===== src/sv/frq_pkg.sv =====
// Package for the ready queue: command and status codes, item structs,
// and the default sizes that the top level hands down.
// No dependencies.
package frq_pkg;

    localparam int DEF_QUEUE_DEPTH = 16;
    localparam int DEF_ID_BITS     = 8;

    localparam int CMD_W    = 2;
    localparam int TID_W    = 8;
    localparam int STATUS_W = 2;
    localparam int QCOUNT_W = 5;

    localparam logic [CMD_W-1:0] CMD_ADD   = 2'd0;
    localparam logic [CMD_W-1:0] CMD_YIELD = 2'd1;
    localparam logic [CMD_W-1:0] CMD_TERM  = 2'd2;

    localparam logic [STATUS_W-1:0] ST_OK        = 2'd0;
    localparam logic [STATUS_W-1:0] ST_EMPTY     = 2'd1;
    localparam logic [STATUS_W-1:0] ST_FULL      = 2'd2;
    localparam logic [STATUS_W-1:0] ST_NOT_FOUND = 2'd3;

    typedef struct packed {
        logic [CMD_W-1:0] cmd;
        logic [TID_W-1:0] thread_id;
    } t_in_item;

    typedef struct packed {
        logic [TID_W-1:0]    next_thread;
        logic [STATUS_W-1:0] status;
        logic [QCOUNT_W-1:0] queued_count;
    } t_out_item;

endpackage


===== src/sv/frq_ram.sv =====
// Simple dual-port RAM holding the queued thread identifiers.
// One write port and one read port with registered read data. No dependencies.
module frq_ram #(
    parameter int DEPTH = 16,
    parameter int WIDTH = 8
) (
    input  logic                     i_clk,
    input  logic                     i_we,
    input  logic [$clog2(DEPTH)-1:0] i_waddr,
    input  logic [WIDTH-1:0]         i_wdata,
    input  logic [$clog2(DEPTH)-1:0] i_raddr,
    output logic [WIDTH-1:0]         o_rdata
);

    logic [WIDTH-1:0] r_mem [DEPTH];
    logic [WIDTH-1:0] r_rdata;

    always_ff @(posedge i_clk) begin
        if (i_we) begin
            r_mem[i_waddr] <= i_wdata;
        end
    end

    always_ff @(posedge i_clk) begin
        r_rdata <= r_mem[i_raddr];
    end

    assign o_rdata = r_rdata;

endmodule


===== src/sv/fifo_ready_queue_with_remove_unit.sv =====
// Ready queue of thread identifiers: sequencer, pointers and output register.
// Depends on frq_pkg and frq_ram.
//
// Usage: an input item carries a command (add at tail, yield the head, or
// terminate an identifier) and a thread identifier. Each item gives exactly
// one result item with the popped identifier, a status and the new count.
// The queue is a circular buffer in a RAM with one read and one write port;
// a small sequencer walks it one entry at a time through a single comparator.
// The input channel stalls from acceptance until the result is handed to the
// output register, so one item is in work at a time.
// Steps to the result: an add, an unused command or an empty or full case
// finish in the execute step; a yield reads the head from the RAM, then pops.
// A terminate reads and compares each entry up to the match, reads and writes
// each entry behind it to move it up, and then drops the tail; if not found
// it ends at the last compare. The next item is taken the cycle after the
// result is loaded, while that result may still wait.
// Reset empties the queue at once: count and head clear, no clearing pass,
// and RAM entries are only read after they were written.
// When the receiver stalls, the result holds in the output register; a
// finished item waits for the register to free before the next is accepted.
module fifo_ready_queue_with_remove_unit import frq_pkg::*; #(
    parameter int QUEUE_DEPTH = DEF_QUEUE_DEPTH,
    parameter int ID_BITS     = DEF_ID_BITS
) (
    input  logic      i_clk,
    input  logic      i_rst_n,
    input  logic      i_in_valid,
    input  t_in_item  i_in_item,
    output logic      o_in_stall,
    output logic      o_out_valid,
    output t_out_item o_out_item,
    input  logic      i_out_stall
);

    localparam int PTR_W = $clog2(QUEUE_DEPTH);
    localparam int CNT_W = $clog2(QUEUE_DEPTH + 1);
    localparam int SUM_W = PTR_W + 1;

    localparam logic [CNT_W-1:0] FULL_COUNT = CNT_W'(QUEUE_DEPTH);
    localparam logic [PTR_W-1:0] LAST_PTR   = PTR_W'(QUEUE_DEPTH - 1);

    localparam logic [2:0] S_IDLE = 3'd0;
    localparam logic [2:0] S_EXEC = 3'd1;
    localparam logic [2:0] S_POP  = 3'd2;
    localparam logic [2:0] S_SRD  = 3'd3;
    localparam logic [2:0] S_SCMP = 3'd4;
    localparam logic [2:0] S_SHRD = 3'd5;
    localparam logic [2:0] S_SHWR = 3'd6;
    localparam logic [2:0] S_DONE = 3'd7;

    logic [2:0]          r_state, n_state;
    logic [CMD_W-1:0]    r_cmd, n_cmd;
    logic [ID_BITS-1:0]  r_id, n_id;
    logic [PTR_W-1:0]    r_head, n_head;
    logic [CNT_W-1:0]    r_count, n_count;
    logic [PTR_W-1:0]    r_ptr, n_ptr;
    logic [PTR_W-1:0]    r_k, n_k;
    logic [TID_W-1:0]    r_res_next, n_res_next;
    logic [STATUS_W-1:0] r_res_status, n_res_status;
    logic                r_out_valid, n_out_valid;
    t_out_item           r_out_item, n_out_item;

    logic               w_fin;
    logic               w_we;
    logic [PTR_W-1:0]   w_waddr;
    logic [ID_BITS-1:0] w_wdata;
    logic [PTR_W-1:0]   w_raddr;
    logic [ID_BITS-1:0] w_rdata;
    logic [SUM_W-1:0]   w_sum;
    logic [PTR_W-1:0]   w_tail;
    logic               w_k_last;

    function automatic logic [PTR_W-1:0] ptr_inc(input logic [PTR_W-1:0] p);
        ptr_inc = (p == LAST_PTR) ? '0 : p + PTR_W'(1);
    endfunction

    frq_ram #(
        .DEPTH (QUEUE_DEPTH),
        .WIDTH (ID_BITS)
    ) u_ram (
        .i_clk   (i_clk),
        .i_we    (w_we),
        .i_waddr (w_waddr),
        .i_wdata (w_wdata),
        .i_raddr (w_raddr),
        .o_rdata (w_rdata)
    );

    // Tail position: head plus count, wrapped once around the buffer.
    assign w_sum    = SUM_W'(r_head) + SUM_W'(r_count);
    assign w_tail   = (w_sum >= SUM_W'(QUEUE_DEPTH)) ?
                      PTR_W'(w_sum - SUM_W'(QUEUE_DEPTH)) : PTR_W'(w_sum);
    assign w_k_last = ((CNT_W'(r_k) + CNT_W'(1)) == r_count);

    always_comb begin
        n_state      = r_state;
        n_cmd        = r_cmd;
        n_id         = r_id;
        n_head       = r_head;
        n_count      = r_count;
        n_ptr        = r_ptr;
        n_k          = r_k;
        n_res_next   = r_res_next;
        n_res_status = r_res_status;
        n_out_valid  = r_out_valid;
        n_out_item   = r_out_item;
        w_fin        = 1'b0;
        w_we         = 1'b0;
        w_waddr      = r_ptr;
        w_wdata      = r_id;
        w_raddr      = r_ptr;

        if (r_out_valid && !i_out_stall) begin
            n_out_valid = 1'b0;
        end

        case (r_state)
            S_IDLE: begin
                if (i_in_valid) begin
                    n_cmd   = i_in_item.cmd;
                    n_id    = ID_BITS'(i_in_item.thread_id);
                    n_state = S_EXEC;
                end
            end
            S_EXEC: begin
                case (r_cmd)
                    CMD_ADD: begin
                        w_fin = 1'b1;
                        if (r_count == FULL_COUNT) begin
                            n_res_status = ST_FULL;
                        end else begin
                            w_we         = 1'b1;
                            w_waddr      = w_tail;
                            n_count      = r_count + CNT_W'(1);
                            n_res_status = ST_OK;
                        end
                    end
                    CMD_YIELD: begin
                        if (r_count == '0) begin
                            w_fin        = 1'b1;
                            n_res_status = ST_EMPTY;
                        end else begin
                            w_raddr = r_head;
                            n_state = S_POP;
                        end
                    end
                    CMD_TERM: begin
                        if (r_count == '0) begin
                            w_fin        = 1'b1;
                            n_res_status = ST_EMPTY;
                        end else begin
                            n_ptr   = r_head;
                            n_k     = '0;
                            n_state = S_SRD;
                        end
                    end
                    default: begin
                        w_fin        = 1'b1;
                        n_res_status = ST_OK;
                    end
                endcase
            end
            S_POP: begin
                w_fin        = 1'b1;
                n_res_next   = TID_W'(w_rdata);
                n_res_status = ST_OK;
                n_head       = ptr_inc(r_head);
                n_count      = r_count - CNT_W'(1);
            end
            S_SRD: begin
                w_raddr = r_ptr;
                n_state = S_SCMP;
            end
            S_SCMP: begin
                if (w_rdata == r_id) begin
                    n_state = S_SHRD;
                end else if (w_k_last) begin
                    w_fin        = 1'b1;
                    n_res_status = ST_NOT_FOUND;
                end else begin
                    n_ptr   = ptr_inc(r_ptr);
                    n_k     = r_k + PTR_W'(1);
                    n_state = S_SRD;
                end
            end
            S_SHRD: begin
                // Once the last queued entry is reached, dropping the tail
                // by one closes the gap.
                if (w_k_last) begin
                    w_fin        = 1'b1;
                    n_res_status = ST_OK;
                    n_count      = r_count - CNT_W'(1);
                end else begin
                    w_raddr = ptr_inc(r_ptr);
                    n_state = S_SHWR;
                end
            end
            S_SHWR: begin
                w_we    = 1'b1;
                w_waddr = r_ptr;
                w_wdata = w_rdata;
                n_ptr   = ptr_inc(r_ptr);
                n_k     = r_k + PTR_W'(1);
                n_state = S_SHRD;
            end
            S_DONE: begin
                if (!r_out_valid || !i_out_stall) begin
                    n_out_valid             = 1'b1;
                    n_out_item.next_thread  = r_res_next;
                    n_out_item.status       = r_res_status;
                    n_out_item.queued_count = QCOUNT_W'(r_count);
                    n_state                 = S_IDLE;
                end
            end
            default: begin
                n_state = S_IDLE;
            end
        endcase

        if (w_fin) begin
            n_state = S_DONE;
            if (r_state != S_POP) begin
                n_res_next = '0;
            end
        end
    end

    always_ff @(posedge i_clk) begin
        if (!i_rst_n) begin
            r_state     <= S_IDLE;
            r_head      <= '0;
            r_count     <= '0;
            r_out_valid <= 1'b0;
        end else begin
            r_state     <= n_state;
            r_head      <= n_head;
            r_count     <= n_count;
            r_out_valid <= n_out_valid;
        end
    end

    always_ff @(posedge i_clk) begin
        r_cmd        <= n_cmd;
        r_id         <= n_id;
        r_ptr        <= n_ptr;
        r_k          <= n_k;
        r_res_next   <= n_res_next;
        r_res_status <= n_res_status;
        r_out_item   <= n_out_item;
    end

    assign o_in_stall  = (r_state != S_IDLE);
    assign o_out_valid = r_out_valid;
    assign o_out_item  = r_out_item;

`ifndef SYNTHESIS
    a_count_bound: assert property (@(posedge i_clk) disable iff (!i_rst_n)
        r_count <= FULL_COUNT)
        else $error("queue count exceeds depth");

    a_full_means_full: assert property (@(posedge i_clk) disable iff (!i_rst_n)
        (w_fin && n_res_status == ST_FULL) |-> (r_count == FULL_COUNT))
        else $error("full status reported on a queue with room");

    a_count_changes_at_finish: assert property (@(posedge i_clk) disable iff (!i_rst_n)
        !w_fin |=> (r_count == $past(r_count)))
        else $error("count changed outside the finishing step");

    a_search_in_range: assert property (@(posedge i_clk) disable iff (!i_rst_n)
        (r_state == S_SCMP || r_state == S_SHRD) |-> (CNT_W'(r_k) < r_count))
        else $error("search position beyond queued entries");
`endif

endmodule


===== config.mk =====
export PLATFORM = sky130hd
export DESIGN_NAME = fifo_ready_queue_with_remove_unit
export DESIGN_NICKNAME = d
export VERILOG_FILES = /design/src/sv/frq_pkg.sv /design/src/sv/frq_ram.sv /design/src/sv/fifo_ready_queue_with_remove_unit.sv
export SDC_FILE = /design/constraint.sdc
export NUM_CORES = 1
export LEC_CHECK = 0
export ABC_CLOCK_PERIOD_IN_PS = 4530
export BUFFER_PORTS_ARGS = -buffer_cell sky130_fd_sc_hd__clkbuf_2
export CAP_MARGIN = 20
export CELL_PAD_IN_SITES_DETAIL_PLACEMENT = 0
export CELL_PAD_IN_SITES_GLOBAL_PLACEMENT = 1
export CORE_ASPECT_RATIO = 1.2
export CORE_MARGIN = 2
export CORE_UTILIZATION = 31
export CTS_BUF_LIST = sky130_fd_sc_hd__clkbuf_4 sky130_fd_sc_hd__clkbuf_8
export DETAILED_ROUTE_END_ITERATION = 12
export PLACE_DENSITY_LB_ADDON = 0.1
export SLEW_MARGIN = 20
export SYNTH_ARGS = -nofsm -noshare
export SYNTH_HDL_FRONTEND = slang
export SYNTH_SLANG_ARGS = --single-unit

===== constraint.sdc =====
create_clock -name i_clk -period 4.53 [get_ports i_clk]
set_input_delay 0.2265 -clock i_clk [delete_from_list [all_inputs] [get_ports i_clk]]
set_output_delay 0.2265 -clock i_clk [all_outputs]
set_load 0.05 [all_outputs]

==> out/metrics.cfg, run 1 <==
[synth]
postSynthCellCount=732
yosysSeqAreaShare_pct=60.0
ys_ff_latch=192
synth_common_cells=edfxtp_1, o2111ai_1, inv_1
syn-num-nets=760
synth_flop_cell=edfxtp_1
synth_top_area_share_pct=53.6
avgSynthCellArea_um2=12.5
yosysTopAreaCell=edfxtp_1
netlist_area_um2=9130
synth_most_common_cell=edfxtp_1
ys_top_cells_by_area=edfxtp_1, o2111ai_1, dfxtp_1
synth_cell_types=60
synthArstFlopShare_pct=0
synth_edf_count=163
ys_warn_count=0

[placed_design]
dp_hpwl_um=17200
port_buffers=30
preCtsSetupSlack_ns=1.05
gp_congestion=0.808

[hold_path]
hp-start=i_out_stall
hp-class=in -> reg
hold_depth=3
whs_endpoint=o_out_valid

[sta]
relSlewSlack_pct=27.9
fmax_mhz=284
fin_tns_setup_ns=0
hold_viol_final=0
setup_slack_ns=1.01
worst_pin_slew_ns=1.08
setup_violations=0
rsz0062_at_grt=no
whs_ns=0.0475
drv_slew=0
period_minus_slack_ns=3.52
post-route-period-util_pct=77.6
clock-skew-final_ns=0.0179

[finish]
fillCellCount=2802
nNetsFinal=768
fin_util_pct=35.1
diodes=0
drive_above_1_share_pct=13.0
area_growth_pct=10.9

[global_route]
grt_start_max_net_pins=88
grt-ovfl-total=0
antenna_found_initial=0
track_usage_pct=17.9
grt_pass1_wl_um=41200
first_global_vias=6432

[worst_setup_path]
cp.required_ns=4.85
ff2ff_setup_slack_ns=1.01
cp_top_family=compound AO/OA/AOI/OAI gates
crit_path_frequent_cell=nand4_1
timing.rr.end=u_ram.o_rdata[5]
path_cells=ha_1 > xnor3_1 > o2111ai_1 > nor3_1 > o21a_1 > buf_4 > o221ai_1 > nand4_1 > nand4_1
path_class=reg -> reg
cp_max_fo=17
slowest_stage=o21a_1
startpoint_type=register
max_stage_delay_ns=0.63
reg2reg_depth=9
end_kind=register
r2r-start=r_k[0]
cp.buffers_inverters=1
crit_arrival_ns=3.84

[cts]
cts.sinks=192
insertion_delay_ns=0.49
clk_pin_slew_worst_paths_ns=0.12
cts_setup_buffers=0
clk_path_buf_depth=2
htree_levels=4
cts_root_buffer=clkbuf_8
cts_buffers=17
tritoncts=yes

[routing]
drc=0
antenna_left=0
wl_per_cell_um=23.3
drt-initial-drc-count=600
vias=6390
vias_per_cell=5.62
drt_pass1_iterations=7
drt_wl_total_um=26500

[outcome]
status=finished clean

[floorplanning]
rows=68
start_util_pct=31.7
die-height_um=192
die_x_um=161
dieArea_um2=30800
io_pins=31
core-area_um2=28800

[power]
p_total_w=0.00712
leakage_nw=3.46
power.density_nw_per_um2=703
irDropWorstVdd_v=0.000461

[flow_run]
maxCapViolCount=0

through the flow:
stage	std cells	instance area, µm²
global placement	1096	9570
detailed placement	1096	9570
finish	1138	10100
global route	1138	10100
CTS	1138	10100
floorplan	732	9130
timing repair:
action | 4_1_cts | 5_1_grt
resized for setup | 0 | 0
endpoints found under the setup margin | 0 | 0
endpoints found under the hold margin | 10 | 0
hold buffers | 10 | 0
flip-flops by register name (all words and copies together), names as in the netlist:
signal / flops
u_ram.o_rdata: 8
r_head: 4
u_ram.r_mem: 128
r_cmd: 2
r_res_status: 2
r_res_next: 8
r_count: 5
r_state: 3
r_id: 8
r_k: 4
o_out_item: 15
o_out_valid: 1
r_ptr: 4
cells in the final DEF (no fill, tap or decap), types with 5 or more instances in the layout:
cell	n
ha_1	12
nor2_1	37
buf_4	11
o2111ai_1	97
dfxtp_1	28
a21oi_1	15
edfxtp_1	163
o221ai_1	32
xor2_1	13
nand4_1	41
nand2_1	24
a21o_1	5
xnor2_1	11
inv_1	76
o22ai_1	5
clkbuf_2	30
clkbuf_8	18
mux2_2	8
nand3_1	5
a22o_1	8
o21ai_0	12
nand2b_1	7
dlygate4sd3_1	10
and2_1	5
power breakdown:
part,total [W],internal [W],switching (W)
logic,0.00340,0.00104,0.00235
registers,0.00248,0.00226,0.000219
clock network,0.00124,0.000506,0.000739
total,0.00712,0.00381,0.00331
final cells by class:
class	instances	area, µm²	share of cell area, %
clock buffers	18	248	2.45
clock inverters	14	204	2.01
inverters	76	285	2.82
multi-input cells	401	3080	30.4
flip-flops and latches	192	5480	54.1
well taps	385	482	4.76
repair buffers	52	353	3.48
per-layer routing:
metal	global-route usage, %	share of wire (%)
met1	23.7	44
met2	30.6	50
met3	3.00	4.2
met4	4.40	1.3
met5	0	0
logic make-up after synthesis:
logic type | Yosys count | share of synthesized area, %
multiplexers | 11 | 1.32
buffers and inverters | 139 | 6.95
AO/OA/AOI/OAI | 216 | 19.6
AND/OR/NAND/NOR | 135 | 7.54
adder cells (fa/ha/maj) | 14 | 2.08
flip-flops | 192 | 60.0
XOR/XNOR | 25 | 2.55
worst max path at each step:
stage          startpoint                 end  slack (ns)  cells after the start
2_1_floorplan  r_count[0]  u_ram.r_mem[14][0]        2.06                      8
5_1_grt            r_k[0]    u_ram.o_rdata[2]        0.82                      9
4_1_cts            r_k[0]    u_ram.o_rdata[2]        1.04                      9
6_report           r_k[0]    u_ram.o_rdata[5]        1.01                      9
3_3_place_gp       r_k[0]    u_ram.o_rdata[2]        1.11                      9
3_5_place_dp       r_k[0]    u_ram.o_rdata[2]        1.05                      9
worst register-to-register path: stages (launching register included):
cell and delay [ns]:
edfxtp_1 0.47, ha_1 0.30, xnor3_1 0.32, o2111ai_1 0.36
nor3_1 0.36, o21a_1 0.64, buf_4 0.37, o221ai_1 0.16
nand4_1 0.18, nand4_1 0.21
(Power assumes the default switching activity.)
==> inputs of run 2 (changes only) <==
--- a/config.mk
+++ b/config.mk
@@ -5,7 +5,7 @@
 export SDC_FILE = /design/constraint.sdc
 export NUM_CORES = 1
 export LEC_CHECK = 0
-export ABC_CLOCK_PERIOD_IN_PS = 4530
+export ABC_CLOCK_PERIOD_IN_PS = 2800
 export BUFFER_PORTS_ARGS = -buffer_cell sky130_fd_sc_hd__clkbuf_2
 export CAP_MARGIN = 20
 export CELL_PAD_IN_SITES_DETAIL_PLACEMENT = 0
==> constraint.sdc (replaced) <==
create_clock -name i_clk -period 2.8 [get_ports i_clk]
set_input_delay 0.14 -clock i_clk [delete_from_list [all_inputs] [get_ports i_clk]]
set_output_delay 0.14 -clock i_clk [all_outputs]
set_load 0.05 [all_outputs]
==> run 2 against run 1 <==
  * Cell count grew 4.6%
  * Routed wire length rose by 3.3%
  * Worst hold slack worse by 0.011 ns
  * Sequential power increased by 59%
  * Die area stayed put
  * Via count grew 2.4%
  * Register-to-register slack got worse by 0.91 ns
  * Power increased by 69%
  * Critical path type unchanged
  * Critical endpoint is now u_ram.o_rdata[2]
  * Largest power group unchanged
==> out/metrics.cfg, run 2 (synthesized netlist as in run 1, its figures left out) <==
[finish]
final_cell_mix=edfxtp_1, o2111ai_1, inv_1
drive_above_1_share_pct=19.9
final_area_um2=10700
diodes=0
area_growth_pct=17.1
nNetsFinal=820
final_common_cell=edfxtp_1
largest-register=u_ram.r_mem
largest_register_ffs=128

[power]
seqPwrFrac_pct=32.8
internal-power_w=0.00667
power.density_nw_per_um2=1130
switching_share_pct=44.7
irDropWorstVdd_v=0.000471
power.switching_w=0.00539
leakage_nw=3.76
p_clk_share_pct=14.7
pwr-share-comb_pct=52.5

[routing]
vias_per_cell=5.50
drc=0
drt-initial-drc-count=582
antenna_left=0
drt_wl_total_um=27400
drt_pass1_iterations=6
wl_per_cell_um=23.0
vias=6545

[placed_design]
postPlaceCellArea_um2=10000
dp_hpwl_um=18100
port_buffers=30
preCtsSetupSlack_ns=-0.0358
gp_congestion=0.848

[hold_path]
hold_depth=2
whs_endpoint=r_state[1]
hp-start=i_rst_n
hp-class=in -> reg

[worst_setup_path]
cp_top_family=compound AO/OA/AOI/OAI gates
r2r-start=r_k[0]
slowest_stage=edfxtp_1
cp.required_ns=3.21
cp_max_fo=32
end_kind=register
startpoint_type=register
cp.buffers_inverters=3
max_stage_delay_ns=0.42
path_class=reg -> reg
timing.rr.end=u_ram.o_rdata[2]
reg2reg_depth=11
path_cells=ha_2 > xnor3_1 > o2111ai_2 > buf_4 > o2111ai_4 > buf_4 > clkbuf_16 > o2111ai_1 > o221ai_1 > nand4_1 > nand4_1
ff2ff_setup_slack_ns=0.11
crit_arrival_ns=3.11

[sta]
worst_pin_slew_ns=0.782
post-route-period-util_pct=96.2
hold_viol_final=0
relSlewSlack_pct=47.8
fmax_mhz=371
clock-skew-final_ns=0.0244
period_minus_slack_ns=2.69
rsz0062_at_grt=yes
setup_slack_ns=0.107
setup_violations=0
drv_slew=0

[cts]
cts_root_buffer=clkbuf_8
cts_buffers=17
insertion_delay_ns=0.49
cts.sinks=192
htree_levels=4
tritoncts=yes
clk_pin_slew_worst_paths_ns=0.12
clk_path_buf_depth=2

[global_route]
first_global_vias=6722
grt_start_max_net_pins=67
grt-ovfl-total=0
antenna_found_initial=0
track_usage_pct=17.9
grt_pass1_wl_um=41500

[floorplanning]
core-area_um2=28800
rows=68
die-height_um=192
die_x_um=161
io_pins=31
dieArea_um2=30800
start_util_pct=31.7

[flow_run]
maxCapViolCount=0

[outcome]
status=finished clean

-- run 2: changes by cell type in the layout (fill, tap and decap cells not counted), moves of 2 or more --
cell       change
buf_4         +40
buf_12         +8
clkinv_4       +4
inv_12         -3
a21oi_1        -2
a21oi_4        +2
clkbuf_16      +2
clkbuf_4       +2
clkinv_8       -2
inv_6          +2
inv_8          -2
-- run 2: final cells by class --
type / instances / area (µm²)
Multi-Input combinational cell: 401 / 3160
Fill cell: 2783 / 18200
Clock buffer: 20 / 263
Tap cell: 385 / 482
Clock inverter: 12 / 123
Sequential cell: 192 / 5480
Timing Repair Buffer: 104 / 901
Inverter: 76 / 285
-- run 2: worst max path at each step --
stage	cells after the start	end	start
CTS	10	u_ram.o_rdata[4]	r_k[0]
floorplan	8	u_ram.r_mem[14][0]	r_count[0]
global route	10	u_ram.o_rdata[5]	r_k[0]
global placement	10	u_ram.r_mem[9][1]	r_count[0]
finish	11	u_ram.o_rdata[2]	r_k[0]
detailed placement	10	u_ram.o_rdata[0]	r_k[0]
-- run 2: stage by stage --
stage                     hold WS [ns]  power [W]  util, %  instances   TNS, ns
after floorplan                  0.239    0.00789        -        732         0
after global placement           0.317    0.00991     34.8       1143         0
after detailed placement         0.319    0.00996     34.8       1143    -0.101
after CTS                       0.0189     0.0119     36.7       1187         0
after global routing            0.0218     0.0128     37.1       1190  -0.00565
final                           0.0361     0.0121     37.1       1190         0
-- run 2: timing repair --
| action | CTS | global route |
|---|---|---|
| pin swaps | 0 | 4 |
| cloned | 1 | 2 |
| endpoints found under the setup margin | 8 | 124 |
| hold buffers | 11 | 0 |
| setup buffers | 0 | 1 |
| endpoints found under the hold margin | 11 | 0 |
| gates resized for setup | 3 | 13 |
-- run 2: per-layer routing --
layer	part of all wire, %	global-route usage (%)	wire length (µm)	vias to the layer above
li1	-	-	-	3042
met1	43	22.3	11800	3315
met2	51	32.0	14100	159
met3	4.0	3.15	1090	29
met4	1.5	5.20	417	0
met5	0	0	0	-
-- run 2: power by group through the flow --
stage	Sequential (W)	Combinational [W]	Clock, W
floorplan	0.00394	0.00396	0
global placement	0.00402	0.00589	0
detailed placement	0.00402	0.00594	0
CTS	0.00396	0.00614	0.00184
global route	0.00399	0.00689	0.00196
finish	0.00395	0.00633	0.00177
==> inputs of run 3 (changes only) <==
--- a/config.mk
+++ b/config.mk
@@ -5,7 +5,7 @@
 export SDC_FILE = /design/constraint.sdc
 export NUM_CORES = 1
 export LEC_CHECK = 0
-export ABC_CLOCK_PERIOD_IN_PS = 2800
+export ABC_CLOCK_PERIOD_IN_PS = 2380
 export BUFFER_PORTS_ARGS = -buffer_cell sky130_fd_sc_hd__clkbuf_2
 export CAP_MARGIN = 20
 export CELL_PAD_IN_SITES_DETAIL_PLACEMENT = 0
==> constraint.sdc (replaced) <==
create_clock -name i_clk -period 2.38 [get_ports i_clk]
set_input_delay 0.119 -clock i_clk [delete_from_list [all_inputs] [get_ports i_clk]]
set_output_delay 0.119 -clock i_clk [all_outputs]
set_load 0.05 [all_outputs]
==> run 3 against run 2 <==
  * The run now ends with setup timing left
  * Non-clock buffer count up 101
  * Cell count up 8.4%
  * Critical path type unchanged
  * Critical endpoint is now u_ram.o_rdata[3]
  * Worst hold slack better by 0.0076 ns
==> out/metrics.cfg, run 3 (synthesized netlist as in run 1, its figures left out) <==
[outcome]
status=finished with violations
violations=setup timing

[power]
switching_share_pct=43.3
power.switching_w=0.00765
p_clk_share_pct=12.7
irDropWorstVdd_v=0.000490
pwr-share-comb_pct=61.1
internal-power_w=0.0100
power.density_nw_per_um2=1440
leakage_nw=4.42
seqPwrFrac_pct=26.2

[sta]
worst_pin_slew_ns=0.656
setup_violations=8
period_minus_slack_ns=2.61
relSlewSlack_pct=55.7
clock-skew-final_ns=0.0183
drv_slew=0
fmax_mhz=383
setup_slack_ns=-0.231
hold_viol_final=0
post-route-period-util_pct=110
rsz0062_at_grt=yes

[routing]
drt_wl_total_um=29700
drc=0
wl_per_cell_um=23.0
antenna_left=0
vias=7076
vias_per_cell=5.49
drt-initial-drc-count=471
drt_pass1_iterations=5

[cts]
clk_pin_slew_worst_paths_ns=0.10
cts_buffers=17
cts.sinks=192
tritoncts=yes
cts_root_buffer=clkbuf_8
clk_path_buf_depth=2
insertion_delay_ns=0.48
htree_levels=4

[global_route]
grt_start_max_net_pins=85
grt-ovfl-total=0
track_usage_pct=19.7
antenna_found_initial=0
grt_pass1_wl_um=45300
first_global_vias=7121

[placed_design]
gp_congestion=0.822
dp_hpwl_um=19200
port_buffers=30
postPlaceCellArea_um2=10600
preCtsSetupSlack_ns=-0.474

[floorplanning]
io_pins=31
core-area_um2=28800
start_util_pct=31.7
die-height_um=192
dieArea_um2=30800
die_x_um=161
rows=68

[worst_setup_path]
startpoint_type=register
end_kind=register
cp.required_ns=2.72
reg2reg_depth=10
cp_max_fo=12
crit_arrival_ns=2.95
path_class=reg -> reg

[finish]
area_growth_pct=34.8
largest_register_ffs=128
largest-register=u_ram.r_mem
diodes=0
multi_input_area_um2=3740
final_area_um2=12300
final_cell_mix=edfxtp_1, buf_4, inv_1
regArea_um2=5480
fillCellCount=2692
final_common_cell=edfxtp_1
drive_above_1_share_pct=37.1
nNetsFinal=921

[flow_run]
maxCapViolCount=0

[hold_path]
hp-class=in -> reg
hold_depth=2

[run 3: power by group through the flow]
stage / registers [W] / logic [W] / clock network [W]
CTS: 0.00461 / 0.0104 / 0.00230
global route: 0.00466 / 0.0115 / 0.00244
global placement: 0.00466 / 0.00815 / 0
finish: 0.00462 / 0.0108 / 0.00224
floorplan: 0.00463 / 0.00466 / 0
detailed placement: 0.00467 / 0.00816 / 0
[run 3: final cells by class]
class	count	share of cell area, %
Clock inverter	14	1.37
Tap cell	385	3.91
Multi-Input combinational cell	401	30.4
Sequential cell	192	44.6
Timing Repair Buffer	205	15.5
Clock buffer	17	1.90
Inverter	76	2.37
[run 3: repair_timing]
action,CTS,global route
setup buffers,25,10
hold endpoints to repair,11,0
hold buffers,11,0
endpoints found under the setup margin,160,156
pin swaps,38,36
gates resized for setup,118,50
gates cloned,6,0
[run 3: critical path: stages (launching register included)]
cell and delay (ns):
dfxtp_4 0.36, or4_4 0.57, o211ai_4 0.23, buf_4 0.15, a2bb2oi_2 0.20, a2bb2oi_2 0.20, buf_12 0.17, buf_12 0.16
o2111ai_2 0.12, nand4_1 0.20, nand4_1 0.13
[run 3: final timing paths]
| kind | startpoint | endpoint | slack, ns |
|---|---|---|---|
| max | r_count[1] | u_ram.o_rdata[3] | -0.23 |
| min | i_rst_n | r_state[2] | 0.04 |
| max reg2reg | r_count[1] | u_ram.o_rdata[3] | -0.23 |
| min reg2reg | r_res_status[1] | o_out_item[6] | 0.43 |
[run 3: layer usage]
metal  share of wire [%]  global-route usage [%]  up-vias
met2                  49                    33.1      206
met5                   0                       0        -
met1                  46                    26.2     3589
met3                 3.5                    3.35       34
li1                    -                       -     3247
met4                 2.0                    5.99        0
[run 3: stage by stage]
stage                     setup TNS [ns]  total power [W]  utilization, %  std cells  hold slack, ns
after detailed placement          -22.82           0.0128            36.7       1211           0.298
after floorplan                    -2.74          0.00929               -        732           0.218
after CTS                          -2.01           0.0173            41.6       1281          0.0250
final                              -1.55           0.0177            42.7       1290          0.0437
after global placement            -16.55           0.0128            36.7       1211           0.300
after global routing               -3.09           0.0186            42.7       1290          0.0285
